$ cat config.mk
export PLATFORM = sky130hd
export DESIGN_NAME = bspline_basis_evaluator
export DESIGN_NICKNAME = d
export VERILOG_FILES = /design/src/hw/rtl/bsbe_pkg.sv /design/src/hw/rtl/bspline_basis_evaluator.sv
export SDC_FILE = /design/constraint.sdc
export NUM_CORES = 2
export LEC_CHECK = 0
export BUFFER_PORTS_ARGS = -buffer_cell sky130_fd_sc_hd__buf_2
export CAP_MARGIN = 20
export CORE_ASPECT_RATIO = 1.75
export CORE_MARGIN = 5
export CORE_UTILIZATION = 40
export DETAILED_ROUTE_END_ITERATION = 16
export HOLD_SLACK_MARGIN = 0.08
export PLACE_DENSITY_LB_ADDON = 0.15
export SETUP_SLACK_MARGIN = 0.02
export SLEW_MARGIN = 15
export SYNTH_ARGS = -nofsm -noshare
export SYNTH_HDL_FRONTEND = slang
export SYNTH_SLANG_ARGS = --single-unit
$ cat constraint.sdc
create_clock -name i_clk -period 12 [get_ports i_clk]
set_clock_uncertainty 0.15 [all_clocks]
set_input_delay 2.4 -clock i_clk [delete_from_list [all_inputs] [get_ports i_clk]]
set_output_delay 2.4 -clock i_clk [all_outputs]
set_load 0.005 [all_outputs]
$ cat src/hw/rtl/bsbe_pkg.sv
`default_nettype none
// ----------------------------------------------------------------------------
// B-spline basis evaluator package
// Shared payload types, operation codes and sequencer states.
// ----------------------------------------------------------------------------
package bsbe_pkg;

    localparam logic OP_WRITE = 1'b0;
    localparam logic OP_EVAL  = 1'b1;

    localparam int unsigned VAL_W = 17;
    localparam logic [16:0] ONE_Q16 = 17'd65536;

    localparam logic [1:0] REG_DEGREE     = 2'd0;
    localparam logic [1:0] REG_NUM_POINTS = 2'd1;

    typedef struct packed {
        logic        operation;
        logic [6:0]  knot_index;
        logic [16:0] knot_value;
        logic [16:0] param_value;
    } t_in_item;

    typedef struct packed {
        logic [6:0]  span;
        logic [2:0]  basis_index;
        logic [16:0] basis_value;
        logic        last;
    } t_out_item;

    typedef enum logic [4:0] {
        ST_IDLE,
        ST_RD_KN,
        ST_RD_KD,
        ST_CMP,
        ST_BS_RD,
        ST_BS_CMP,
        ST_J_START,
        ST_RD_L,
        ST_RD_R,
        ST_CALC_LR,
        ST_TERM,
        ST_MUL,
        ST_DIV_A,
        ST_DIV_B,
        ST_ACC,
        ST_J_END,
        ST_EMIT
    } t_state;

endpackage
`default_nettype wire

$ cat src/hw/rtl/bspline_basis_evaluator.sv
`default_nettype none
// ----------------------------------------------------------------------------
// B-spline basis evaluator
// Cox-de Boor basis values at t over a knot vector held in a memory with one
// write and one read port. Span search by bisection, then one serial divider shared by both divisions of each term.
// ----------------------------------------------------------------------------
// A knot write is stored at its accepting edge. An evaluation runs the span
// search, then the recurrence on a 36-bit serial restoring divider (one
// quotient bit a cycle, two divisions a term), then emits degree+1 results.
// Throughput: one transaction at a time; the next is taken once the last
// result has left the output register. Reset: synchronous active low; degree
// returns to 3, num_points to 4. The knot memory is not cleared.
// ----------------------------------------------------------------------------
module bspline_basis_evaluator #(
    parameter int unsigned KNOT_DEPTH = 128,
    parameter int unsigned MAX_DEGREE = 7
) (
    input  wire                    i_clk,
    input  wire                    i_rst_n,
    input  wire                    i_in_valid,
    output logic                   o_in_stall,
    input  wire  bsbe_pkg::t_in_item  i_in_data,
    output logic                   o_out_valid,
    input  wire                    i_out_stall,
    output bsbe_pkg::t_out_item    o_out_data,
    input  wire                    psel,
    input  wire                    penable,
    input  wire                    pwrite,
    input  wire  [2:0]             paddr,
    input  wire  [31:0]            pwdata,
    output logic [31:0]            prdata,
    output logic                   pready
);

    localparam int unsigned AW   = $clog2(KNOT_DEPTH);
    localparam int unsigned DW   = $clog2(MAX_DEGREE + 2);
    localparam int unsigned NB   = MAX_DEGREE + 2;
    // index arithmetic width: span + degree fits
    localparam int unsigned IW   = (AW > 9) ? AW : 9;
    localparam int unsigned DIVW = 36;

    // ---------------------------------------------------------------- config
    logic [2:0] r_degree;
    logic [6:0] r_num_points;

    assign pready = 1'b1;

    always_ff @(posedge i_clk) begin
        if (!i_rst_n) begin
            r_degree     <= 3'd3;
            r_num_points <= 7'd4;
        end else if (psel && penable && pwrite) begin
            case (paddr[2])
                bsbe_pkg::REG_DEGREE[0]:     r_degree     <= pwdata[2:0];
                bsbe_pkg::REG_NUM_POINTS[0]: r_num_points <= pwdata[6:0];
                default: ;
            endcase
        end
    end

    always_comb begin
        case (paddr[2])
            bsbe_pkg::REG_DEGREE[0]: prdata = {29'd0, r_degree};
            default:                 prdata = {25'd0, r_num_points};
        endcase
    end

    // ---------------------------------------------------------------- memory
    logic [16:0]  r_mem [KNOT_DEPTH];
    logic [16:0]  r_rd_data;
    logic         r_rd_ok;
    logic [IW-1:0] rd_addr;
    logic         mem_we;

    always_ff @(posedge i_clk) begin
        if (mem_we) r_mem[AW'(i_in_data.knot_index)] <= i_in_data.knot_value;
        r_rd_data <= r_mem[rd_addr[AW-1:0]];
        r_rd_ok   <= (32'(rd_addr) < KNOT_DEPTH);
    end

    logic [16:0] knot_q;
    assign knot_q = r_rd_ok ? r_rd_data : 17'd0;

    // ---------------------------------------------------------------- state
    bsbe_pkg::t_state r_state, n_state;

    logic [DW-1:0]  r_d;
    logic [IW-1:0]  r_n, r_lo, r_hi, r_span;
    logic [16:0]    r_t, r_kn, r_tc;
    logic [DW-1:0]  r_j, r_r, r_oj;
    logic signed [18:0] r_left  [NB];
    logic signed [18:0] r_right [NB];
    logic [16:0]    r_basis [NB];
    logic signed [DIVW-1:0] r_saved, r_qa;
    logic signed [19:0] r_den;
    logic [DIVW-1:0] r_quo, r_rem, r_dvd;
    logic [19:0]    r_dvs;
    logic [5:0]     r_cnt;
    logic           r_neg, r_bterm;
    logic           r_ov;
    bsbe_pkg::t_out_item r_out;

    logic in_acc;
    assign in_acc = i_in_valid && !o_in_stall;
    assign o_in_stall = (r_state != bsbe_pkg::ST_IDLE) || r_ov;
    assign mem_we = in_acc && (i_in_data.operation == bsbe_pkg::OP_WRITE)
                    && (32'(i_in_data.knot_index) < KNOT_DEPTH);
    assign o_out_valid = r_ov;
    assign o_out_data  = r_out;

    // effective degree and points
    logic [DW-1:0] d_eff;
    logic [IW-1:0] n_eff;
    always_comb begin
        d_eff = (r_degree > 3'(MAX_DEGREE)) ? DW'(MAX_DEGREE) : DW'(r_degree);
        n_eff = (IW'(r_num_points) < IW'(d_eff) + 1'b1) ? IW'(d_eff) + 1'b1
                                                         : IW'(r_num_points);
    end

    logic [IW-1:0] mid;
    assign mid = (r_lo + r_hi) >> 1;

    // saturate helper
    function automatic logic [16:0] sat_u(input logic signed [DIVW:0] v);
        if (v < 0) return 17'd0;
        if (v > signed'((DIVW+1)'(bsbe_pkg::ONE_Q16))) return bsbe_pkg::ONE_Q16;
        return v[16:0];
    endfunction

    // ---------------------------------------------------------------- next state
    always_comb begin
        n_state = r_state;
        case (r_state)
            bsbe_pkg::ST_IDLE:
                if (in_acc && i_in_data.operation == bsbe_pkg::OP_EVAL)
                    n_state = bsbe_pkg::ST_RD_KN;
            bsbe_pkg::ST_RD_KN:  n_state = bsbe_pkg::ST_RD_KD;
            bsbe_pkg::ST_RD_KD:  n_state = bsbe_pkg::ST_CMP;
            bsbe_pkg::ST_CMP:
                if ({1'b0, r_t} >= {1'b0, r_kn} || r_t <= knot_q || r_n - r_lo <= 1)
                    n_state = bsbe_pkg::ST_J_START;
                else
                    n_state = bsbe_pkg::ST_BS_RD;
            bsbe_pkg::ST_BS_RD:  n_state = bsbe_pkg::ST_BS_CMP;
            bsbe_pkg::ST_BS_CMP: begin
                if (((r_t < knot_q) ? mid : r_hi) - ((r_t < knot_q) ? r_lo : mid) > 1)
                    n_state = bsbe_pkg::ST_BS_RD;
                else
                    n_state = bsbe_pkg::ST_J_START;
            end
            bsbe_pkg::ST_J_START:
                n_state = (r_j > r_d) ? bsbe_pkg::ST_EMIT : bsbe_pkg::ST_RD_L;
            bsbe_pkg::ST_RD_L:   n_state = bsbe_pkg::ST_RD_R;
            bsbe_pkg::ST_RD_R:   n_state = bsbe_pkg::ST_CALC_LR;
            bsbe_pkg::ST_CALC_LR: n_state = bsbe_pkg::ST_TERM;
            bsbe_pkg::ST_TERM:   n_state = bsbe_pkg::ST_MUL;
            bsbe_pkg::ST_MUL:    n_state = bsbe_pkg::ST_DIV_A;
            bsbe_pkg::ST_DIV_A:
                if (r_cnt == 6'd0) n_state = bsbe_pkg::ST_DIV_B;
            bsbe_pkg::ST_DIV_B:
                if (r_cnt == 6'd0) n_state = bsbe_pkg::ST_ACC;
            bsbe_pkg::ST_ACC:
                n_state = (r_r + 1'b1 == r_j) ? bsbe_pkg::ST_J_END : bsbe_pkg::ST_TERM;
            bsbe_pkg::ST_J_END:  n_state = bsbe_pkg::ST_J_START;
            bsbe_pkg::ST_EMIT:
                if ((!r_ov || !i_out_stall) && r_oj == r_d) n_state = bsbe_pkg::ST_IDLE;
            default: n_state = bsbe_pkg::ST_IDLE;
        endcase
    end

    // ---------------------------------------------------------------- read address
    always_comb begin
        case (r_state)
            bsbe_pkg::ST_IDLE:   rd_addr = n_eff;
            bsbe_pkg::ST_RD_KN:  rd_addr = r_n;
            bsbe_pkg::ST_RD_KD:  rd_addr = IW'(r_d);
            bsbe_pkg::ST_CMP,
            bsbe_pkg::ST_BS_RD:  rd_addr = mid;
            bsbe_pkg::ST_RD_L:   rd_addr = r_span + 1'b1 - IW'(r_j);
            bsbe_pkg::ST_RD_R:   rd_addr = r_span + IW'(r_j);
            default:             rd_addr = mid;
        endcase
    end

    // ---------------------------------------------------------------- datapath
    logic signed [19:0] num_sel;
    logic [19:0]        num_abs;
    logic [DIVW:0]      div_try;
    logic               div_zero;
    assign num_sel = r_bterm ? 20'(r_left[r_j - r_r]) : 20'(r_right[r_r + 1'b1]);
    assign num_abs = (num_sel < 0) ? 20'(-num_sel) : 20'(num_sel);
    assign div_try = {r_rem[DIVW-2:0], r_dvd[DIVW-1]} - {17'd0, r_dvs};
    assign div_zero = (r_den == 20'sd0);

    always_ff @(posedge i_clk) begin
        if (!i_rst_n) begin
            r_state <= bsbe_pkg::ST_IDLE;
            r_ov    <= 1'b0;
        end else begin
            r_state <= n_state;
            if (r_ov && !i_out_stall) r_ov <= 1'b0;
            if (r_state == bsbe_pkg::ST_EMIT && (!r_ov || !i_out_stall)) r_ov <= 1'b1;
        end

        case (r_state)
            bsbe_pkg::ST_IDLE: begin
                r_d  <= d_eff;
                r_n  <= n_eff;
                r_lo <= IW'(d_eff);
                r_hi <= n_eff;
                r_t  <= i_in_data.param_value;
                r_j  <= DW'(1);
                r_oj <= '0;
                r_basis[0] <= bsbe_pkg::ONE_Q16;
            end
            bsbe_pkg::ST_RD_KD: r_kn <= knot_q;
            bsbe_pkg::ST_CMP: begin
                if (r_t >= r_kn) r_span <= r_n - 1'b1;
                else if (r_t <= knot_q) r_span <= IW'(r_d);
                else r_span <= r_lo;
                // clamp t for the recurrence
                if (r_t > r_kn) r_tc <= (r_kn < knot_q) ? knot_q : r_kn;
                else            r_tc <= (r_t  < knot_q) ? knot_q : r_t;
            end
            bsbe_pkg::ST_BS_CMP: begin
                if (r_t < knot_q) begin
                    r_hi <= mid;
                    r_span <= r_lo;
                end else begin
                    r_lo <= mid;
                    r_span <= mid;
                end
            end
            bsbe_pkg::ST_J_START: begin
                r_r     <= '0;
                r_saved <= '0;
            end
            bsbe_pkg::ST_RD_R:
                r_left[r_j] <= 19'(signed'({2'b0, r_tc})) - 19'(signed'({2'b0, knot_q}));
            bsbe_pkg::ST_CALC_LR:
                r_right[r_j] <= 19'(signed'({2'b0, knot_q})) - 19'(signed'({2'b0, r_tc}));
            bsbe_pkg::ST_TERM: begin
                r_den   <= 20'(r_right[r_r + 1'b1]) + 20'(r_left[r_j - r_r]);
                r_bterm <= 1'b0;
            end
            bsbe_pkg::ST_MUL, bsbe_pkg::ST_DIV_A, bsbe_pkg::ST_DIV_B: begin
                if (r_state == bsbe_pkg::ST_MUL ||
                    (r_state == bsbe_pkg::ST_DIV_A && r_cnt == 6'd0)) begin
                    // load divider: |basis*num| / |den|, sign applied after
                    r_dvd  <= DIVW'(num_abs) * DIVW'(r_basis[r_r]);
                    r_dvs  <= (r_den < 0) ? 20'(-r_den) : 20'(r_den);
                    r_neg  <= (num_sel < 0) ^ (r_den < 0);
                    r_rem  <= '0;
                    r_quo  <= '0;
                    r_cnt  <= 6'(DIVW);
                    r_bterm <= 1'b1;
                    if (r_state == bsbe_pkg::ST_DIV_A) begin
                        r_qa <= div_zero ? '0 : (r_neg ? -signed'(r_quo) : signed'(r_quo));
                    end
                end else if (r_cnt != 6'd0) begin
                    r_cnt <= r_cnt - 1'b1;
                    r_dvd <= {r_dvd[DIVW-2:0], 1'b0};
                    if (!div_try[DIVW]) begin
                        r_rem <= div_try[DIVW-1:0];
                        r_quo <= {r_quo[DIVW-2:0], 1'b1};
                    end else begin
                        r_rem <= {r_rem[DIVW-2:0], r_dvd[DIVW-1]};
                        r_quo <= {r_quo[DIVW-2:0], 1'b0};
                    end
                end
            end
            bsbe_pkg::ST_ACC: begin
                r_basis[r_r] <= sat_u((DIVW+1)'(r_saved) + (DIVW+1)'(r_qa));
                r_saved <= div_zero ? '0 : (r_neg ? -signed'(r_quo) : signed'(r_quo));
                r_r <= r_r + 1'b1;
            end
            bsbe_pkg::ST_J_END: begin
                r_basis[r_j] <= sat_u((DIVW+1)'(r_saved));
                r_j <= r_j + 1'b1;
            end
            bsbe_pkg::ST_EMIT:
                if (!r_ov || !i_out_stall) begin
                    r_out.span        <= r_span[6:0];
                    r_out.basis_index <= r_oj[2:0];
                    r_out.basis_value <= r_basis[r_oj];
                    r_out.last        <= (r_oj == r_d);
                    r_oj <= r_oj + 1'b1;
                end
            default: ;
        endcase
    end

endmodule
`default_nettype wire

==> reports/metrics.yaml <==
outcome:
  status: "finished with violations"
  violations: "antenna violations"
die:
  die-area_um2: 364800
  start_util_pct: 40.11
  die_y_um: 795.2
  rows: 288
  fp.dieW_um: 458.7
  ios: 147
  core_um2: 351300
layout:
  num-fill-cells: 31494
  instances_no_fill: 16017
  layout-drive-gt1-share_pct: 11.45
  nNetsFinal: 11779
  multi_input_area_um2: 46220
  regArea_um2: 91060
  syn_to_final_growth_pct: 12.58
sta:
  grt_setup_unrepaired: "false"
  tightestPinTransition_ps: 1160
  setup_slack_ps: 830.4
  finalHoldViolCount: 0
  timing.fmax_mhz: 89.53
  layout_min_cycle_time_ps: 11170
  fin_crit_sh_pct: 93.08
  whs_ps: 366.4
  tns_ps: 0
  drv_slew: 0
  slew_headroom_pct: 22.67
  setup_viol: 0
clock_network:
  cts_setup_buffers: 0
  numCtsBuffers: 299
  holdBufCountCts: 0
  htreeDepth: 5
  clk_latency_ps: 890
  cts_resized: 0
  cts_buffer_depth: 4
  clkTransAtPathRegs_ps: 70
  clock_sinks: 3045
  root_buffer: "clkbuf_16"
  cts_tree: "yes"
drt:
  drc: 0
  finalWirelength_um: 443100
  vias: 89926
  final_antenna_net_count: 1
  drtIter0Drc: 7259
  routedWlPerCell_um: 27.67
  dr.pass1.iters: 6
  drt-vias-per-instance: 5.614
critical_path:
  cp-start-kind: "flip-flop"
  r2r_slack_ps: 830
  end_kind: "flip-flop"
  path_buf_inv: 6
  required_ps: 12450
  arrival_ps: 11620
  startpoint: "r_r[0]$_DFFE_PN_"
  worstSetupPathType: "reg2reg"
  cpPeakStageDelay_ps: 670
  crit_top_cell: "fa_1"
  cp_max_fo: 36
  critical_path.reg2reg.startpoint: "r_r[0]$_DFFE_PN_"
  cp_top_family: "adder cells"
  cp_slowest_cell: "buf_4"
pwr:
  pwr-share-seq_pct: 46.3
  power.share.clock_pct: 36.6
  switchingPower_mw: 7.334
  finalPower_mw: 26.31
  irDropWorstVdd_mv: 0.1166
  power_density_nw_per_um2: 165.8
  p_leak_nw: 56.45
  comb_power_share_pct: 17.2
  swShare_pct: 27.88
  p_int_mw: 18.97
hold_path:
  hold_start: "r_den[0]$_DFFE_PP_"
  worstHoldPathType: "reg2reg"
yosys:
  synth_edf_count: 3007
  synth_seq_cells: 3045
  synth_area_um2: 140900
  avgSynthCellArea_um2: 13.02
  synth-main-ff-cell: "edfxtp_1"
  yosys_warnings: 0
  seq_area_frac_synth_pct: 64.61
  synth_cell_types: 97
  synthCells: 10828
  synthArstFlopShare_pct: 0
place:
  routabilityCongestion: 0.9081
  hpwl_um: 294400
  dpl.cell_count: 15421
  io_buffers: 93
  dp_slack_ps: 689.1
grt:
  grt_pass1_vias: 91585
  grt.total_usage_pct: 23.71
  grt_max_degree: 141
  grt_pass1_wl_um: 634200
  antenna_found_initial: 25
  gr-total-overflow: 0
flow_run:
  maxCapViolCount: 0
-- power by group through the flow --
| stage | logic [mW] | registers (mW) | clock network, mW |
|---|---|---|---|
| floorplan | 2.77 | 12.4 | 0 |
| global placement | 4.46 | 12.4 | 0 |
| detailed placement | 4.54 | 12.4 | 0 |
| CTS | 4.56 | 12.2 | 9.80 |
| global route | 4.89 | 12.2 | 10.2 |
| finish | 4.52 | 12.2 | 9.62 |
-- cell usage after synthesis, types with 38 or more instances --
| cell type | number | share of area, % |
|---|---|---|
| clkbuf_1 | 271 | 0.72 |
| buf_1 | 76 | 0.20 |
| nor3_1 | 122 | 0.43 |
| dfxtp_1 | 38 | 0.54 |
| a311oi_1 | 40 | 0.25 |
| nand2b_1 | 58 | 0.26 |
| a21oi_1 | 314 | 1.1 |
| a211oi_1 | 46 | 0.25 |
| inv_1 | 528 | 1.4 |
| ha_1 | 327 | 2.9 |
| o21ai_0 | 228 | 0.81 |
| nor4_1 | 55 | 0.24 |
| nand2_1 | 2107 | 5.6 |
| edfxtp_1 | 3007 | 64 |
| mux2i_1 | 270 | 1.9 |
| nor2b_1 | 63 | 0.28 |
| nand3_1 | 621 | 2.2 |
| a31oi_1 | 125 | 0.55 |
| nor2_1 | 530 | 1.4 |
| xor2_1 | 105 | 0.65 |
| or3_1 | 42 | 0.19 |
| a32oi_1 | 119 | 0.74 |
| buf_4 | 39 | 0.21 |
| mux4_2 | 170 | 2.7 |
| buf_2 | 192 | 0.68 |
| and3_1 | 93 | 0.41 |
| nand4_1 | 169 | 0.75 |
| and2_1 | 97 | 0.43 |
| fa_1 | 279 | 4.0 |
| xnor2_1 | 139 | 0.86 |
| a21o_1 | 74 | 0.39 |
-- through the flow --
step / util [%] / area [um2]
global route: 45.15 / 158600
floorplan: - / 141100
global placement: 42.26 / 148500
finish: 45.16 / 158700
CTS: 45.10 / 158400
detailed placement: 42.32 / 148700
-- sequential cells by signal, summed over array words and instances, names as in the netlist, 5 cells and up, named ones only --
register      cells
r_den            20
r_qa             36
r_t              17
r_dvd            36
o_out_data       28
r_basis         153
r_tc             17
r_rd_data        17
r_cnt             6
r_left          162
r_rem            35
r_lo              9
r_hi              8
r_kn             17
r_span            9
r_right         162
r_dvs            20
r_saved          36
r_mem          2176
r_state           5
r_num_points      7
r_n               7
r_quo            36
-- path summary, 6_finish.rpt --
check	depth (start not counted)	to
max	35	r_dvd[34]$_DFFE_PP_
max reg2reg	35	r_dvd[34]$_DFFE_PP_
min	0	r_dvs[0]$_DFFE_PP_
min reg2reg	0	r_dvs[0]$_DFFE_PP_
-- routing by layer --
layer	wire [um]	GRT usage, %	share of wire [%]	vias to the layer above
met5	84	0	0.019	-
met4	32950	14.57	7.4	14
met3	20340	2.713	4.6	894
met2	239600	45.23	54	2890
met1	150200	24.58	34	46032
li1	-	-	-	40096
-- cell type report --
| cell class | count | share of cell area (%) |
|---|---|---|
| antenna | 60 | 0.09463 |
| timing repair buffer | 483 | 2.329 |
| clock inverter | 165 | 1.117 |
| tap | 4640 | 3.659 |
| inverter | 529 | 1.251 |
| sequential | 3045 | 57.39 |
| multi-input combinational | 6731 | 29.13 |
| clock buffer | 364 | 5.030 |
-- cell usage in the layout, fill, tap and decap left out, types with 119 or more instances in the layout --
master,synthesis,layout
inv_1,528,526
nor2_1,530,440
nand3_1,621,619
a31oi_1,125,125
a21oi_1,314,306
clkbuf_16,0,310
fa_1,279,278
mux4_2,170,170
mux2i_1,270,270
buf_4,39,374
nand2_1,2107,2106
o21ai_0,228,218
xnor2_1,139,139
ha_1,327,326
nand4_1,169,169
a32oi_1,119,119
edfxtp_1,3007,3007
-- kinds of logic (layout without fill, tap and decap cells) --
logic type                 after synthesis  after routing  synth area share (%)
AOI/OAI and AO/OA                     1319           1319                 6.255
xor gates and xnor gates               244            244                 1.516
adders and majority gates              606            606                 6.866
buffers and inverters                 1109           1541                 3.239
DFF                                   3045           3045                 64.61
muxes                                  459            459                 4.786
other                                    2            119              0.005329
and+or+nand+nor                       4044           4044                 12.72
-- worst register-to-register path, delay by kind of cell, from the launching register on --
family                     cells  cell delay, ps
xor gates and xnor gates       2             290
adders and majority gates      7            3370
AOI/OAI and AO/OA             11            2690
DFF                            1             560
muxes                          3            1360
and+or+nand+nor                6            1390
buffers and inverters          6            1110
(Power assumes the default switching activity.)
